## config.mk

```make
export PLATFORM = sky130hd
export DESIGN_NAME = two_digit_decimal_radix_sort_core
export DESIGN_NICKNAME = d
export VERILOG_FILES = /design/src/rtl/rdrs_pkg.sv /design/src/rtl/two_digit_decimal_radix_sort_core.sv /design/src/rtl/rdrs_ram.sv /design/src/rtl/rdrs_fsm.sv
export SDC_FILE = /design/constraint.sdc
export NUM_CORES = 1
export LEC_CHECK = 0
export BUFFER_PORTS_ARGS = -buffer_cell sky130_fd_sc_hd__clkbuf_2
export CAP_MARGIN = 20
export CORE_MARGIN = 2
export CORE_UTILIZATION = 30
export CTS_BUF_LIST = sky130_fd_sc_hd__clkbuf_4 sky130_fd_sc_hd__clkbuf_8 sky130_fd_sc_hd__clkbuf_16
export CTS_CLUSTER_SIZE = 40
export DETAILED_ROUTE_END_ITERATION = 8
export PLACE_DENSITY = 0.46
export SYNTH_ARGS = -nofsm -noshare
export SYNTH_HDL_FRONTEND = slang
export SYNTH_SLANG_ARGS = --single-unit
```

## constraint.sdc

```tcl
create_clock -name clock -period 9.6 [get_ports clock]
set_clock_uncertainty 0.05 [all_clocks]
set_input_delay 0.96 -clock clock [delete_from_list [all_inputs] [get_ports clock]]
set_output_delay 0.96 -clock clock [all_outputs]
set_load 0.05 [all_outputs]
```

## src/rtl/rdrs_pkg.sv

```systemverilog
// shared types, constants and digit helpers for the decimal radix sort core
`timescale 1ns / 1ps

package rdrs_pkg;

   // batch capacity default and value format
   localparam int BATCH_SIZE_DEF = 16;
   localparam int VALUE_W        = 7;
   localparam int DIGIT_W        = 4;
   localparam int RADIX          = 10;

   localparam logic [VALUE_W-1:0] VALUE_MAX = 7'd99;
   localparam logic [DIGIT_W-1:0] DIGIT_MAX = 4'd9;

   // sequencer states
   typedef enum logic [2:0] {
      ST_LOAD,
      ST_SCATTER,
      ST_GATHER,
      ST_OUT_RD,
      ST_OUT_WAIT,
      ST_OUT_HOLD
   } state_type;

   // datapath status seen by the sequencer
   typedef struct packed {
      logic req_fire;
      logic req_last;
      logic scatter_done;
      logic gather_done;
      logic pass_tens;
      logic rsp_fire;
      logic rsp_final;
   } status_type;

   // phase flags driven by the sequencer
   typedef struct packed {
      logic load;
      logic scatter;
      logic gather;
      logic out_rd;
      logic out_wait;
      logic out_hold;
   } phase_type;

   // clamp a loaded value to the two-digit range
   function automatic logic [VALUE_W-1:0] sat_value(input logic [VALUE_W-1:0] v);
      return (v > VALUE_MAX) ? VALUE_MAX : v;
   endfunction

   // v / 10 as multiply by 205 / 2048, exact for 0..99
   function automatic logic [DIGIT_W-1:0] tens_digit(input logic [VALUE_W-1:0] v);
      logic [14:0] prod;
      prod = 15'(v) * 15'd205;
      return prod[14:11];
   endfunction

   // v mod 10 from the tens digit
   function automatic logic [DIGIT_W-1:0] ones_digit(input logic [VALUE_W-1:0] v);
      logic [DIGIT_W-1:0] t;
      logic [VALUE_W-1:0] tx10;
      logic [VALUE_W-1:0] r;
      t    = tens_digit(v);
      tx10 = VALUE_W'({t, 3'b000}) + VALUE_W'({t, 1'b0});
      r    = v - tx10;
      return r[DIGIT_W-1:0];
   endfunction

endpackage

```

## src/rtl/two_digit_decimal_radix_sort_core.sv

```systemverilog
// top level: batch store, bucket store, bucket fill counts and result register
`timescale 1ns / 1ps
// Loading takes one input per cycle. After the last input of a batch the sort runs two
// passes, each a scatter that reads the item ram into the bucket ram and a gather that
// reads the buckets back into the item ram in digit order; read-out follows.
// Each result passes through a ram read, a register load and a transfer, and the next
// ram read waits until the current result is taken.
// Synchronous reset clears the sequencer, counters and fill counts; ram contents are kept.

module two_digit_decimal_radix_sort_core #(
   parameter int BATCH_SIZE = rdrs_pkg::BATCH_SIZE_DEF
) (
   input  logic                          clock,
   input  logic                          reset,
   input  logic                          req_valid,
   output logic                          req_ready,
   input  logic [rdrs_pkg::VALUE_W-1:0]  req_value,
   input  logic                          req_last,
   output logic                          rsp_valid,
   input  logic                          rsp_ready,
   output logic [rdrs_pkg::VALUE_W-1:0]  rsp_sorted_value,
   output logic                          rsp_final_res
);

   localparam int CW       = $clog2(BATCH_SIZE + 1);
   localparam int IT_AW    = (BATCH_SIZE > 1) ? $clog2(BATCH_SIZE) : 1;
   localparam int BK_DEPTH = rdrs_pkg::RADIX * BATCH_SIZE;
   localparam int BK_AW    = (BK_DEPTH > 1) ? $clog2(BK_DEPTH) : 1;
   localparam logic [CW-1:0] BATCH_CNT = CW'(BATCH_SIZE);

   localparam int VW = rdrs_pkg::VALUE_W;
   localparam int DW = rdrs_pkg::DIGIT_W;

   rdrs_pkg::status_type status;
   rdrs_pkg::phase_type  ph;

   // control and counter registers
   logic [CW-1:0] count_ff, count_in;
   logic [CW-1:0] idx_ff, idx_in;
   logic [CW-1:0] pos_ff, pos_in;
   logic [CW-1:0] j_ff, j_in;
   logic [DW-1:0] bkt_ff, bkt_in;
   logic          pend_ff, pend_in;
   logic          pass_ff, pass_in;
   logic          rsp_valid_ff, rsp_valid_in;
   logic [CW-1:0] fill_ff [rdrs_pkg::RADIX];
   logic [CW-1:0] fill_in [rdrs_pkg::RADIX];

   // result register
   logic [VW-1:0] rsp_value_ff, rsp_value_in;
   logic          rsp_final_ff, rsp_final_in;

   // ram ports
   logic             it_wr_en, it_rd_en;
   logic [IT_AW-1:0] it_wr_addr, it_rd_addr;
   logic [VW-1:0]    it_wr_data, it_rd_data;
   logic             bk_wr_en, bk_rd_en;
   logic [BK_AW-1:0] bk_wr_addr, bk_rd_addr;
   logic [VW-1:0]    bk_rd_data;

   // handshake and phase status
   logic          req_fire, rsp_fire, room;
   logic          sc_issue, g_issue, bkt_live;
   logic          scatter_done, gather_done;
   logic [DW-1:0] digit, dsel, bsel;
   logic [CW-1:0] fill_cur, idx_plus;

   assign req_ready = ph.load;
   assign req_fire  = req_valid && req_ready;
   assign rsp_fire  = rsp_valid_ff && rsp_ready;
   assign room      = (count_ff < BATCH_CNT);
   assign idx_plus  = idx_ff + CW'(1);

   // scatter: read items in order, write each to its digit bucket
   assign sc_issue     = ph.scatter && (idx_ff != count_ff);
   assign scatter_done = ph.scatter && (idx_ff == count_ff) && !pend_ff;
   assign digit = pass_ff ? rdrs_pkg::tens_digit(it_rd_data)
                          : rdrs_pkg::ones_digit(it_rd_data);
   assign dsel  = (digit > rdrs_pkg::DIGIT_MAX) ? rdrs_pkg::DIGIT_MAX : digit;

   // gather: walk buckets 0..9, each up to its fill count
   assign bkt_live    = (bkt_ff <= rdrs_pkg::DIGIT_MAX);
   assign bsel        = bkt_live ? bkt_ff : '0;
   assign fill_cur    = bkt_live ? fill_ff[bsel] : '0;
   assign g_issue     = ph.gather && bkt_live && (j_ff < fill_cur);
   assign gather_done = ph.gather && !bkt_live && !pend_ff;

   // item ram: loaded from input or gather, read by scatter or read-out
   assign it_wr_en   = (req_fire && room) || (ph.gather && pend_ff);
   assign it_wr_addr = ph.load ? count_ff[IT_AW-1:0] : pos_ff[IT_AW-1:0];
   assign it_wr_data = ph.load ? rdrs_pkg::sat_value(req_value) : bk_rd_data;
   assign it_rd_en   = sc_issue || ph.out_rd;
   assign it_rd_addr = idx_ff[IT_AW-1:0];

   // bucket ram: row per digit, BATCH_SIZE entries per row
   assign bk_wr_en   = ph.scatter && pend_ff;
   assign bk_wr_addr = BK_AW'(dsel) * BK_AW'(BATCH_SIZE) + BK_AW'(fill_ff[dsel]);
   assign bk_rd_en   = g_issue;
   assign bk_rd_addr = BK_AW'(bsel) * BK_AW'(BATCH_SIZE) + BK_AW'(j_ff);

   rdrs_ram #(
      .WIDTH (VW),
      .DEPTH (BATCH_SIZE)
   ) u_item_ram (
      .clock   (clock),
      .wr_en   (it_wr_en),
      .wr_addr (it_wr_addr),
      .wr_data (it_wr_data),
      .rd_en   (it_rd_en),
      .rd_addr (it_rd_addr),
      .rd_data (it_rd_data)
   );

   rdrs_ram #(
      .WIDTH (VW),
      .DEPTH (BK_DEPTH)
   ) u_bucket_ram (
      .clock   (clock),
      .wr_en   (bk_wr_en),
      .wr_addr (bk_wr_addr),
      .wr_data (it_rd_data),
      .rd_en   (bk_rd_en),
      .rd_addr (bk_rd_addr),
      .rd_data (bk_rd_data)
   );

   // sequencer
   always_comb begin
      status.req_fire     = req_fire;
      status.req_last     = req_last;
      status.scatter_done = scatter_done;
      status.gather_done  = gather_done;
      status.pass_tens    = pass_ff;
      status.rsp_fire     = rsp_fire;
      status.rsp_final    = rsp_final_ff;
   end

   rdrs_fsm u_fsm (
      .clock  (clock),
      .reset  (reset),
      .status (status),
      .phase  (ph)
   );

   // next values of counters and result register
   always_comb begin
      count_in     = count_ff;
      idx_in       = idx_ff;
      pos_in       = pos_ff;
      j_in         = j_ff;
      bkt_in       = bkt_ff;
      pass_in      = pass_ff;
      pend_in      = sc_issue || g_issue;
      rsp_valid_in = rsp_valid_ff;
      rsp_value_in = rsp_value_ff;
      rsp_final_in = rsp_final_ff;
      fill_in      = fill_ff;

      // batch fill count
      if (req_fire && room) begin
         count_in = count_ff + CW'(1);
      end else if (rsp_fire && rsp_final_ff) begin
         count_in = '0;
      end

      // shared read index for scatter and read-out
      if (sc_issue) begin
         idx_in = idx_plus;
      end else if (scatter_done || (rsp_fire && rsp_final_ff)) begin
         idx_in = '0;
      end else if (rsp_fire) begin
         idx_in = idx_plus;
      end

      // bucket counts grow on scatter writes
      if (bk_wr_en) begin
         fill_in[dsel] = fill_ff[dsel] + CW'(1);
      end

      // gather walk and write-back position
      if (g_issue) begin
         j_in = j_ff + CW'(1);
      end else if (ph.gather && bkt_live) begin
         bkt_in = bkt_ff + DW'(1);
         j_in   = '0;
      end
      if (ph.gather && pend_ff) begin
         pos_in = pos_ff + CW'(1);
      end
      if (gather_done) begin
         bkt_in  = '0;
         j_in    = '0;
         pos_in  = '0;
         pass_in = !pass_ff;
         for (int b = 0; b < rdrs_pkg::RADIX; b++) begin
            fill_in[b] = '0;
         end
      end

      // result register
      if (ph.out_wait) begin
         rsp_valid_in = 1'b1;
         rsp_value_in = it_rd_data;
         rsp_final_in = (idx_plus == count_ff);
      end else if (rsp_fire) begin
         rsp_valid_in = 1'b0;
      end
   end

   // control registers
   always_ff @(posedge clock) begin
      if (reset) begin
         count_ff     <= '0;
         idx_ff       <= '0;
         pos_ff       <= '0;
         j_ff         <= '0;
         bkt_ff       <= '0;
         pend_ff      <= 1'b0;
         pass_ff      <= 1'b0;
         rsp_valid_ff <= 1'b0;
         for (int b = 0; b < rdrs_pkg::RADIX; b++) begin
            fill_ff[b] <= '0;
         end
      end else begin
         count_ff     <= count_in;
         idx_ff       <= idx_in;
         pos_ff       <= pos_in;
         j_ff         <= j_in;
         bkt_ff       <= bkt_in;
         pend_ff      <= pend_in;
         pass_ff      <= pass_in;
         rsp_valid_ff <= rsp_valid_in;
         fill_ff      <= fill_in;
      end
   end

   // result payload
   always_ff @(posedge clock) begin
      rsp_value_ff <= rsp_value_in;
      rsp_final_ff <= rsp_final_in;
   end

   assign rsp_valid        = rsp_valid_ff;
   assign rsp_sorted_value = rsp_value_ff;
   assign rsp_final_res    = rsp_final_ff;

   // loading and read-out never overlap
   a_no_load_during_out: assert property (@(posedge clock) disable iff (reset)
      !(req_ready && rsp_valid))
      else $error("input ready while a result is pending");

   // batch never grows past capacity
   a_count_bound: assert property (@(posedge clock) disable iff (reset)
      count_ff <= BATCH_CNT)
      else $error("item count above batch capacity");

   // gather write-back stays inside the batch
   a_gather_pos: assert property (@(posedge clock) disable iff (reset)
      (ph.gather && pend_ff) |-> (pos_ff < count_ff))
      else $error("gather wrote beyond the batch");

   // final flag only on the last index of the batch
   a_final_index: assert property (@(posedge clock) disable iff (reset)
      (rsp_valid_ff && rsp_final_ff) |-> (idx_plus == count_ff))
      else $error("final flag on a non-final result");

   // after the final transfer the block reloads with an empty batch
   a_reload: assert property (@(posedge clock) disable iff (reset)
      (rsp_fire && rsp_final_ff) |=> (req_ready && (count_ff == '0)))
      else $error("no return to loading after the final transfer");

   // result valid exactly while the read-out holds a result
   a_valid_hold: assert property (@(posedge clock) disable iff (reset)
      rsp_valid_ff == ph.out_hold)
      else $error("result valid outside the hold phase");

endmodule

```

## src/rtl/rdrs_ram.sv

```systemverilog
// generic single-write, single-read ram with registered read data
`timescale 1ns / 1ps

module rdrs_ram #(
   parameter int WIDTH = 7,
   parameter int DEPTH = 16
) (
   input  logic                                  clock,
   input  logic                                  wr_en,
   input  logic [(DEPTH > 1 ? $clog2(DEPTH) : 1)-1:0] wr_addr,
   input  logic [WIDTH-1:0]                      wr_data,
   input  logic                                  rd_en,
   input  logic [(DEPTH > 1 ? $clog2(DEPTH) : 1)-1:0] rd_addr,
   output logic [WIDTH-1:0]                      rd_data
);

   logic [WIDTH-1:0] mem_ff [DEPTH];
   logic [WIDTH-1:0] rd_data_ff;

   // write port
   always_ff @(posedge clock) begin
      if (wr_en) begin
         mem_ff[wr_addr] <= wr_data;
      end
   end

   // read port, data held until the next read
   always_ff @(posedge clock) begin
      if (rd_en) begin
         rd_data_ff <= mem_ff[rd_addr];
      end
   end

   assign rd_data = rd_data_ff;

endmodule

```

## src/rtl/rdrs_fsm.sv

```systemverilog
// phase sequencer: load, two scatter/gather passes, read-out
`timescale 1ns / 1ps

module rdrs_fsm (
   input  logic                   clock,
   input  logic                   reset,
   input  rdrs_pkg::status_type   status,
   output rdrs_pkg::phase_type    phase
);

   rdrs_pkg::state_type state_ff;
   rdrs_pkg::state_type state_in;

   // state register
   always_ff @(posedge clock) begin
      if (reset) begin
         state_ff <= rdrs_pkg::ST_LOAD;
      end else begin
         state_ff <= state_in;
      end
   end

   // next state
   always_comb begin
      state_in = state_ff;
      unique case (state_ff)
         rdrs_pkg::ST_LOAD: begin
            if (status.req_fire && status.req_last) state_in = rdrs_pkg::ST_SCATTER;
         end
         rdrs_pkg::ST_SCATTER: begin
            if (status.scatter_done) state_in = rdrs_pkg::ST_GATHER;
         end
         rdrs_pkg::ST_GATHER: begin
            if (status.gather_done) begin
               state_in = status.pass_tens ? rdrs_pkg::ST_OUT_RD : rdrs_pkg::ST_SCATTER;
            end
         end
         rdrs_pkg::ST_OUT_RD: begin
            state_in = rdrs_pkg::ST_OUT_WAIT;
         end
         rdrs_pkg::ST_OUT_WAIT: begin
            state_in = rdrs_pkg::ST_OUT_HOLD;
         end
         rdrs_pkg::ST_OUT_HOLD: begin
            if (status.rsp_fire) begin
               state_in = status.rsp_final ? rdrs_pkg::ST_LOAD : rdrs_pkg::ST_OUT_RD;
            end
         end
         default: state_in = rdrs_pkg::ST_LOAD;
      endcase
   end

   // phase flags
   always_comb begin
      phase = '0;
      unique case (state_ff)
         rdrs_pkg::ST_LOAD:     phase.load     = 1'b1;
         rdrs_pkg::ST_SCATTER:  phase.scatter  = 1'b1;
         rdrs_pkg::ST_GATHER:   phase.gather   = 1'b1;
         rdrs_pkg::ST_OUT_RD:   phase.out_rd   = 1'b1;
         rdrs_pkg::ST_OUT_WAIT: phase.out_wait = 1'b1;
         rdrs_pkg::ST_OUT_HOLD: phase.out_hold = 1'b1;
         default:               phase          = '0;
      endcase
   end

endmodule

```

==> impl_metrics.json <==
{
  "outcome": "finished clean",
  "rr_worst_depth": 29,
  "syn_nets": 2843,
  "rows": 156,
  "top_level_ports": 22,
  "avgSynthCellArea_um2": 19.7,
  "coreArea_mm2": 0.181,
  "synth_cells": 2766,
  "drv_slew": 0,
  "peakVddDrop_mv": 0.487,
  "fmax_mhz": 112,
  "p_leak_nw": 18.9,
  "worstSkewPairLatency_ns": 0.77,
  "grt_max_degree": 166,
  "n_fill_cell": 16700,
  "synth_top_area_cell": "edfxtp_1",
  "gr-total-overflow": 0,
  "synthDistinctLibCells": 84,
  "via_per_inst": 5.01,
  "antenna_left": 0,
  "power_density_mw_per_mm2": 249,
  "yosys_warnings": 0,
  "cp_max_fo": 75,
  "cts_buffers": 146,
  "worstSetupPathType": "flip-flop to flip-flop",
  "cts_setup_buffers": 0,
  "setup_viol": 0,
  "h-tree-depth": 4,
  "crit_end": "u_bucket_ram.mem_ff[125][1]",
  "crit_path_frequent_cell": "ha_1",
  "clock-sinks": 1333,
  "final_core_util": 0.345,
  "critical_path.startpoint": "u_item_ram.rd_data[6]",
  "grtUsageTotal": 0.150,
  "grt_antenna_before_repair": 2,
  "port_buffers": 21,
  "drive_gt1_frac": 0.267,
  "drc": 0,
  "die_h_um": 430,
  "drt_wl_total_um": 138000,
  "grt_pass1_wl_um": 203000,
  "cts_hold_buf": 0,
  "fin_crit_ns": 8.94,
  "rr_startpoint": "u_item_ram.rd_data[6]",
  "clk_pin_slew_worst_paths_ns": 0.06,
  "firstDrtPassIters": 5,
  "hold_viol_final": 0,
  "cp-start-kind": "flip-flop",
  "ys_seq_area_frac": 0.721,
  "hold_path.class": "flip-flop to flip-flop",
  "cp.arrival_ns": 9.29,
  "rsz0062_at_grt": "no",
  "min_period_over_period": 0.932,
  "hpwl_um": 83500,
  "power.total_mw": 15.5,
  "finalWeightedCongestion": 0.798,
  "synth.area.top_cells": "edfxtp_1, mux4_2, dfxtp_1, nor2_1, ha_1",
  "area_growth_pct": 14.5,
  "drt_iter0_drc": 2625,
  "cts_root_buf": "clkbuf_16",
  "die_w_um": 430,
  "clk_path_buf_depth": 3,
  "required_ns": 9.95,
  "rr_endpoint": "u_bucket_ram.mem_ff[125][1]",
  "grt_pass1_vias": 28100,
  "synth.top_cell.area_share": 0.691,
  "synth_edf_count": 1254,
  "ys_ff_latch": 1333,
  "regToRegSetupSlack_ns": 0.66,
  "cts_resized": 0,
  "netlist_area_mm2": 0.0545,
  "slew-limit-headroom": 0.207,
  "die_area_mm2": 0.185,
  "slowest_delay_ns": 0.66,
  "synthFlopType": "edfxtp_1",
  "async_reset_ff_frac": 0,
  "avgRoutedWirePerCell_um": 25.8,
  "vias": 26800,
  "cap_violations": 0,
  "worstMarginPinSlew_ns": 1.19,
  "cpMaxStageDelayCell": "buf_4",
  "start_util": 0.302,
  "critPathCaptureType": "flip-flop",
  "cts_tree": "built",
  "final_nets": 2941,
  "tns_ns": 0
}
[flip-flops by register name (all words and copies together), names as in the netlist, 7 cells and up]
name	count
u_bucket_ram.rd_data	7
fill_ff	50
u_item_ram.rd_data	7
u_item_ram.mem_ff	112
rsp_sorted_value	7
u_bucket_ram.mem_ff	1120
[report_power, final]
part	leakage (nW)	total [mW]	internal [mW]	switching [mW]
Clock	2.32	5.50	3.17	2.32
Combinational	4.66	3.51	0.766	2.74
Sequential	11.9	6.49	6.46	0.0244
[how the worst min path moves through the flow]
stage          slack (ns)  cells past startpoint         from           to
6_report             0.42                      2  fill_ff[36]  fill_ff[36]
5_1_grt              0.44                      2  fill_ff[36]  fill_ff[36]
2_1_floorplan        0.39                      2  fill_ff[36]  fill_ff[36]
3_5_place_dp         0.41                      2  fill_ff[36]  fill_ff[36]
4_1_cts              0.42                      2  fill_ff[36]  fill_ff[36]
3_3_place_gp         0.40                      2  fill_ff[36]  fill_ff[36]
[metal layers]
metal	vias to the layer above	global-route usage	share of wire
met5	-	0	0
met4	0	0.0405	0.020
li1	11500	-	-
met3	177	0.0259	0.048
met1	14500	0.202	0.44
met2	688	0.248	0.50
[cell usage in the layout (no fill, tap or decap), types with 8 or more instances in the layout]
cell type	synthesis	final
a211oi_1	22	22
ha_1	57	56
nand3_1	22	22
o22ai_1	9	9
clkbuf_4	0	23
mux2i_1	50	50
a31oi_1	11	11
clkbuf_16	0	149
xor2_1	16	15
nor3_1	26	26
or3_1	10	9
nor2_4	9	9
mux2_2	9	9
dfxtp_1	79	73
o21ai_0	23	23
mux4_2	408	408
nor2_1	245	245
a21oi_1	51	51
edfxtp_1	1254	1254
nor2b_1	12	11
buf_4	0	68
inv_1	41	41
bufinv_16	0	9
clkinv_1	0	35
nand2_1	125	124
a21o_1	8	8
clkbuf_2	0	21
clkinv_2	0	24
fa_1	8	8
xnor2_1	8	8
[cells in the mapped netlist, types with 8 or more instances]
master / n
dfxtp_1: 79
a21o_1: 8
buf_1: 41
mux2i_1: 50
nor2b_1: 12
mux4_2: 408
nand2_1: 125
o21ai_0: 23
a31oi_1: 11
o22ai_1: 9
ha_1: 57
a211oi_1: 22
buf_2: 13
mux2_2: 9
fa_1: 8
xnor2_1: 8
nor2_4: 9
xor2_1: 16
nor3_1: 26
nand3_1: 22
clkbuf_1: 87
or3_1: 10
edfxtp_1: 1254
a21oi_1: 51
inv_1: 41
nor2_1: 245
[cells by family (layout without fill, tap and decap cells)]
group,Yosys count,after routing,share of synthesized area
multiplexers,467,467,0.180
AND/OR/NAND/NOR,503,503,0.0418
flip-flops,1333,1333,0.721
XOR/XNOR,26,26,0.00446
AO/OA/AOI/OAI,182,182,0.0229
adder cells (fa/ha/maj),65,65,0.0160
buffers and inverters,190,406,0.0145
other,0,1,0
[cell type report]
class | count | area [µm²] | area share
timing repair buffer | 98 | 798 | 0.0128
inverter | 42 | 158 | 0.00253
clock inverter | 92 | 764 | 0.0123
multi-input combinational | 1243 | 14500 | 0.232
antenna | 1 | 2.50 | 0.0000401
sequential | 1333 | 39300 | 0.630
clock buffer | 174 | 3930 | 0.0630
tap | 2370 | 2970 | 0.0476
[worst max-delay path: cells and delay by family (launching register included)]
| family | cells | cell delay, ns |
|---|---|---|
| simple gates | 11 | 3.52 |
| buf+inv | 3 | 0.90 |
| fa+ha+maj | 7 | 2.26 |
| compound gates | 7 | 1.22 |
| flops | 1 | 0.38 |
| mux | 1 | 0.24 |
[per-stage QoR]
step / cell area [µm²] / cells / hold WS (ns) / setup slack, ns
finish: 62300 / 5353 / 0.416 / 0.657
global route: 62300 / 5352 / 0.438 / 0.114
CTS: 62300 / 5349 / 0.415 / 0.542
detailed placement: 57600 / 5083 / 0.406 / 0.588
global placement: 57600 / 5083 / 0.401 / 0.736
floorplan: 54500 / 2766 / 0.388 / -0.00585
No activity file was read; power rests on OpenSTA's default activity.
